### src/rtl/fla_pkg.sv
// Shared types and constants of the free-list slot allocator.
`default_nettype none
package fla_pkg;

  localparam int unsigned MAX_SLOTS    = 4096;
  localparam int unsigned HEADER_BYTES = 32;
  localparam int unsigned INDEX_BYTES  = 4;

  localparam int unsigned ADDR_W  = $clog2(MAX_SLOTS);
  localparam int unsigned LINK_W  = 13;
  localparam int unsigned CFG_W   = 17;
  localparam int unsigned DIVD_W  = 17;
  localparam int unsigned DIVS_W  = 18;

  // Request kinds
  localparam logic [1:0] REQ_ALLOC = 2'd0;
  localparam logic [1:0] REQ_FREE  = 2'd1;
  localparam logic [1:0] REQ_INIT  = 2'd2;

  // Result status codes
  localparam logic [2:0] ST_ALLOCATED = 3'd0;
  localparam logic [2:0] ST_EMPTY     = 3'd1;
  localparam logic [2:0] ST_FREED     = 3'd2;
  localparam logic [2:0] ST_RANGE     = 3'd3;
  localparam logic [2:0] ST_INIT_OK   = 3'd4;
  localparam logic [2:0] ST_INIT_FAIL = 3'd5;

  // Configuration register indexes
  localparam logic REG_PAGE_BYTES = 1'b0;
  localparam logic REG_SLOT_BYTES = 1'b1;

  typedef struct packed {
    logic              start;
    logic [DIVD_W-1:0] dividend;
    logic [DIVS_W-1:0] divisor;
  } div_req_t;

endpackage
`default_nettype wire

### src/rtl/fla_div.sv
// Restoring divider, one quotient bit per cycle.
`default_nettype none
module fla_div (
  input  wire logic                     clk,
  input  wire logic                     rst,
  input  wire fla_pkg::div_req_t        req,
  output logic                          done,
  output logic [fla_pkg::DIVD_W-1:0]    quot
);
  import fla_pkg::*;

  localparam int unsigned CNT_W = $clog2(DIVD_W + 1);

  logic              busy;
  logic [CNT_W-1:0]  steps;
  logic [DIVS_W-1:0] rem;
  logic [DIVS_W-1:0] dsr;
  logic [DIVS_W:0]   trial;
  logic              ge;

  assign trial = {rem, quot[DIVD_W-1]};
  assign ge    = trial >= {1'b0, dsr};

  always_ff @(posedge clk) begin
    if (rst) begin
      busy  <= 1'b0;
      done  <= 1'b0;
      steps <= '0;
    end else begin
      done <= 1'b0;
      if (req.start) begin
        busy  <= 1'b1;
        steps <= CNT_W'(DIVD_W);
      end else if (busy) begin
        steps <= steps - CNT_W'(1);
        if (steps == CNT_W'(1)) begin
          busy <= 1'b0;
          done <= 1'b1;
        end
      end
    end
  end

  // Dividend shifts out at the top while quotient bits enter at the bottom
  always_ff @(posedge clk) begin
    if (req.start) begin
      quot <= req.dividend;
      dsr  <= req.divisor;
      rem  <= '0;
    end else if (busy) begin
      quot <= {quot[DIVD_W-2:0], ge};
      rem  <= ge ? DIVS_W'(trial - {1'b0, dsr}) : DIVS_W'(trial);
    end
  end

endmodule
`default_nettype wire

### config.mk
export PLATFORM = sky130hd
export DESIGN_NAME = fla_div
export DESIGN_NICKNAME = d
export VERILOG_FILES = /design/src/rtl/fla_pkg.sv /design/src/rtl/fla_div.sv
export SDC_FILE = /design/constraint.sdc
export NUM_CORES = 1
export LEC_CHECK = 0
export CELL_PAD_IN_SITES_DETAIL_PLACEMENT = 0
export CELL_PAD_IN_SITES_GLOBAL_PLACEMENT = 1
export CORE_MARGIN = 4
export CORE_UTILIZATION = 53
export DETAILED_ROUTE_END_ITERATION = 6
export DONT_BUFFER_PORTS = 1
export GPL_TIMING_DRIVEN = 1
export PLACE_DENSITY = 0.8
export SLEW_MARGIN = 0
export SYNTH_ARGS = -nofsm -noshare
export SYNTH_HDL_FRONTEND = slang
export SYNTH_SLANG_ARGS = --single-unit
### constraint.sdc
create_clock -name clk -period 3.5 [get_ports clk]
set_clock_uncertainty 0.05 [all_clocks]
set_input_delay 1.05 -clock clk [delete_from_list [all_inputs] [get_ports clk]]
set_output_delay 1.05 -clock clk [all_outputs]
set_load 0.05 [all_outputs]
### Word-level counts from Yosys, hierarchy flattened

Index checks and enable logic that the tools add are counted.

* register bits after elaboration: 60
* output and inout bits: 18

* add/sub/neg operators: 2
* magnitude comparators: 1
* equal/unequal tests: 1
* mux-type cells: 9
* bitwise operators: 1
* reductions and logical operators: 3

Operator list (number)
* 17-bit 2-to-1 mux: 2
* 19-bit by 18-bit greater-or-equal comparator with 1-bit output: 1
* 18-bit 2-to-1 mux: 1
* 18-bit subtractor: 1
* 5-bit 2-to-1 mux: 2
* 5-bit by 1-bit equality test with 1-bit output (second input constant): 1
* 5-bit by 1-bit subtractor with 5-bit output (second input constant): 1
* 1-bit 2-to-1 mux: 4
* 3-bit OR reduction: 1
* 2-bit nonzero test: 1
* 2-bit OR reduction: 1
* 1-bit NOT: 1

### Logic depth before layout (Yosys ltp)

* depth in word-level cells: 4
* depth in mapped cells: 11

### Worst setup path before layout

OpenSTA, ideal clock, no wires.

* path kind: flip-flop to flip-flop
* start: reg quot[16] (netlist bit)
* end: reg rem[16]
* library setup time: 0.122 ns
* arrival: 2.359 ns
* data required time: 3.328 ns
* path slack: 0.969 ns
* cell stages (with the launch flop): 12
* path buffers: 0
* clock period less this slack: 2.531 ns
* cell sequence: edfxtp_1 inv_1 ha_1 inv_1 fa_1 a211oi_1 o21a_1 o21ai_1 a31oi_1 o21ai_1 xnor2_1 o21ai_1

* longest elaborated chain between the ends: 2
* elaborated cells between the ends (all ways): 3
* those cells by class: 1 x add/sub; 1 x order compare; 1 x mux

RTL lines
* from (decl): line fla_div.sv:8 `output logic [fla_pkg::DIVD_W-1:0] quot`
* from (signal assigned): line fla_div.sv:47 `quot <= req.dividend;`
* from (signal assigned): line fla_div.sv:51 `quot <= {quot[DIVD_W-2:0], ge};`
* 18-bit subtractor / 19-bit by 18-bit greater-or-equal comparator with 1-bit output (equally long branches): line fla_div.sv:52, fla_div.sv:22
* 18-bit 2-to-1 mux (*): line fla_div.sv:52 `rem <= ge ? DIVS_W'(trial - {1'b0, dsr}) : DIVS_W'(trial);`
* to (signal assigned): line fla_div.sv:52
* to (decl): line fla_div.sv:16 `logic [DIVS_W-1:0] rem;`

Every way passes the cells marked *; elsewhere a longest branch is shown, timed or not.
A chain may end at the register's enable or synchronous reset.

### Final worst setup path

* start: reg dsr[15]
* end: reg rem[8]

* longest elaborated chain between the ends: 2

RTL lines
* from (decl): line fla_div.sv:17 `logic [DIVS_W-1:0] dsr;`
* from (signal assigned): line fla_div.sv:48 `dsr <= req.divisor;`
* 19-bit by 18-bit greater-or-equal comparator with 1-bit output: line fla_div.sv:22 `assign ge = trial >= {1'b0, dsr};`
* 18-bit 2-to-1 mux: line fla_div.sv:52

No other way between the ends.

==> out/qor.yml <==
cts_sinks: 60
drt_wl_total_um: 6252
cp.arrival_ps: 2910
timing.rr.end: "rem[8]"
fin_ws_ps: 772.6
hold_buffers: 0
finalCritPeriodShare: 0.7793
r2r_cells: 10
required_ps: 3680
end_kind: "register"
maxSlewHeadroom: 0.4744
clockBufferDepth: 2
hold_violations: 0
finalCoreUtilization: 0.5952
dpl-instance-area_um2: 3367
r2r_slack_ps: 770
critical_path_class: "reg2reg"
fin_setup_tns_ps: 0
grt_pass1_wl_um: 10210
yosysMostFrequentCell: "edfxtp_1"
overflow: 0
yosysWarnings: 0
diodes: 0
syn-num-nets: 363
cp-endpoint: "rem[8]"
ys_seq_area_frac: 0.4690
cpMaxStageDelayCell: "a21boi_4"
grt_antenna_before_repair: 0
ys_ff_latch: 60
ir_worst_vdd_v: 0.0003389
post_cts_buffers: 0
place.port_buffers: 0
post-route-cell-area_um2: 3566
die_w_um: 87.01
crit_path_start_kind: "register"
maxCapViolations: 0
insertion_delay_ps: 350
status: "finished clean"
drt-initial-drc-count: 126
dpl.hpwl_um: 4406
synth_top_area_frac: 0.3177
dieArea_um2: 7570
rsz0062_at_grt: "false"
yosys-top-cells-count: "edfxtp_1 (35), dfxtp_1 (25), inv_1 (25)"
crit_path_max_fanout: 14
worstHoldPathCells: 2
place.gp.congestion: 0.8365
timing.rr.start: "dsr[15]"
syn_area_um2: 3308
grt_max_degree: 48
wl_per_cell_um: 16.11
viasPerCell: 5.647
async_reset_ff_frac: 0
fmax_ghz: 0.3666
cts-root-buf: "clkbuf_8"
syn_avg_cell_area_um2: 10.88
grt_pass1_vias: 2166
ys_types: 50
firstDrtPassIters: 4
n_fill_cell: 515
drc: 0
die_height_um: 87.01
cts_tree: "yes"
nets: 367
setup_viol: 0
rows: 28
worst_pin_slew_ps: 786.7
ios: 56
crit_start: "dsr[15]"
cts.repair.resized: 0
hold_path_class: "reg2reg"
leakagePower_uw: 0.001454
slew_violations: 0
synth_cells: 304
start_util: 0.5522
cpPeakStageDelay_ps: 460
yosys.area.top_type: "edfxtp_1"
p_total_uw: 1727
grt_use_total: 0.1762
drive_above_1_share: 0.1629
cts_buffers: 9
finalCriticalPeriod_ps: 2727
coreArea_um2: 5991
h-tree-depth: 3
syn_to_final_growth_pct: 7.791
synth-main-ff-cell: "edfxtp_1"
critPathMostFrequentCell: "nor3_1"
ant_nets: 0
dpl_worst_slack_ps: 810.2
clk_pin_slew_worst_paths_ps: 70
synth.area.top_cells: "edfxtp_1 (32%), dfxtp_1 (15%), ha_1 (7.6%)"
synth_edf_count: 35
crit_chain: "inv_1 -> ha_1 -> nand4_2 -> nor3_1 -> a211oi_1 -> o211a_1 -> a21boi_4 -> buf_4 -> nor3_1 -> a211o_1"
power_density_nw_per_um2: 484.2
vias: 2191
-- worst max-delay path: cells and delay by family, from the launching register on --
kind / cells / cell delay (ps)
flip-flops: 1 / 330
AO/OA/AOI/OAI: 4 / 1160
adder cells (fa/ha/maj): 1 / 400
buffers and inverters: 2 / 350
AND/OR/NAND/NOR: 3 / 330
-- layout by cell type (no fill, tap or decap), drive strengths merged, types with 2 or more instances in the layout --
cell | Yosys | routed
a211oi | 7 | 7
a21oi | 17 | 17
a32oi | 5 | 5
and3 | 3 | 3
buf | 5 | 4
clkbuf | 6 | 9
clkinvlp | 0 | 3
dfxtp | 25 | 25
edfxtp | 35 | 35
ha | 20 | 20
inv | 25 | 27
mux2 | 16 | 16
mux2i | 11 | 11
nand2 | 26 | 26
nand2b | 5 | 5
nand3 | 3 | 3
nand4 | 4 | 4
nor2 | 15 | 15
nor2b | 3 | 3
nor3 | 7 | 7
nor4 | 2 | 2
nor4b | 2 | 2
o211ai | 2 | 2
o21a | 5 | 5
o21ai | 20 | 20
o311ai | 2 | 2
o31ai | 3 | 3
xnor2 | 10 | 10
xor2 | 9 | 9
-- final cells by class --
class	instances	area, um^2	area share
clock buffers	9	123.9	0.03474
clock inverters	7	75.07	0.02105
inverters	25	93.84	0.02632
multi-input cells	208	1598	0.4481
flip-flops and latches	60	1551	0.4351
well taps	75	93.84	0.02632
repair buffers	4	30.03	0.008421
-- layer usage --
layer  track usage  part of all wire
met5             0                 0
met3       0.07947             0.058
met2        0.2719              0.48
met1        0.2198              0.45
met4       0.05807             0.013
-- through the flow --
step / std cells / hold slack, ps
floorplan: 304 / 391.3
global placement: 372 / 407.0
detailed placement: 372 / 416.7
CTS: 388 / 425.8
global route: 388 / 443.2
finish: 388 / 419.9
-- power breakdown --
group	leakage [uW]	internal, uW	switching (uW)	total, uW
logic	0.000811	82.8	112	195
clock network	0.0000923	332	303	635
registers	0.000551	802	95.4	897
-- kinds of logic after synthesis --
group | Yosys count | synth area share
adders and majority gates | 21 | 0.08169
AOI/OAI and AO/OA | 70 | 0.1547
buffers and inverters | 36 | 0.04803
and+or+nand+nor | 71 | 0.1085
xor gates and xnor gates | 19 | 0.05030
muxes | 27 | 0.08775
DFF | 60 | 0.4690
-- worst min path at each step --
stage,from,endpoint,slack [ps]
2_1_floorplan,rem[7],rem[7],390
3_3_place_gp,rem[7],rem[7],410
3_5_place_dp,rem[9],rem[9],420
4_1_cts,rem[7],rem[7],430
5_1_grt,rem[7],rem[7],440
6_report,rem[9],rem[9],420
-- flip-flops by register name (all words and copies together) (netlist names) --
name / count
steps: 5
dsr: 18
rem: 18
busy: 1
quot: 17
done: 1
(Power assumes the default switching activity.)
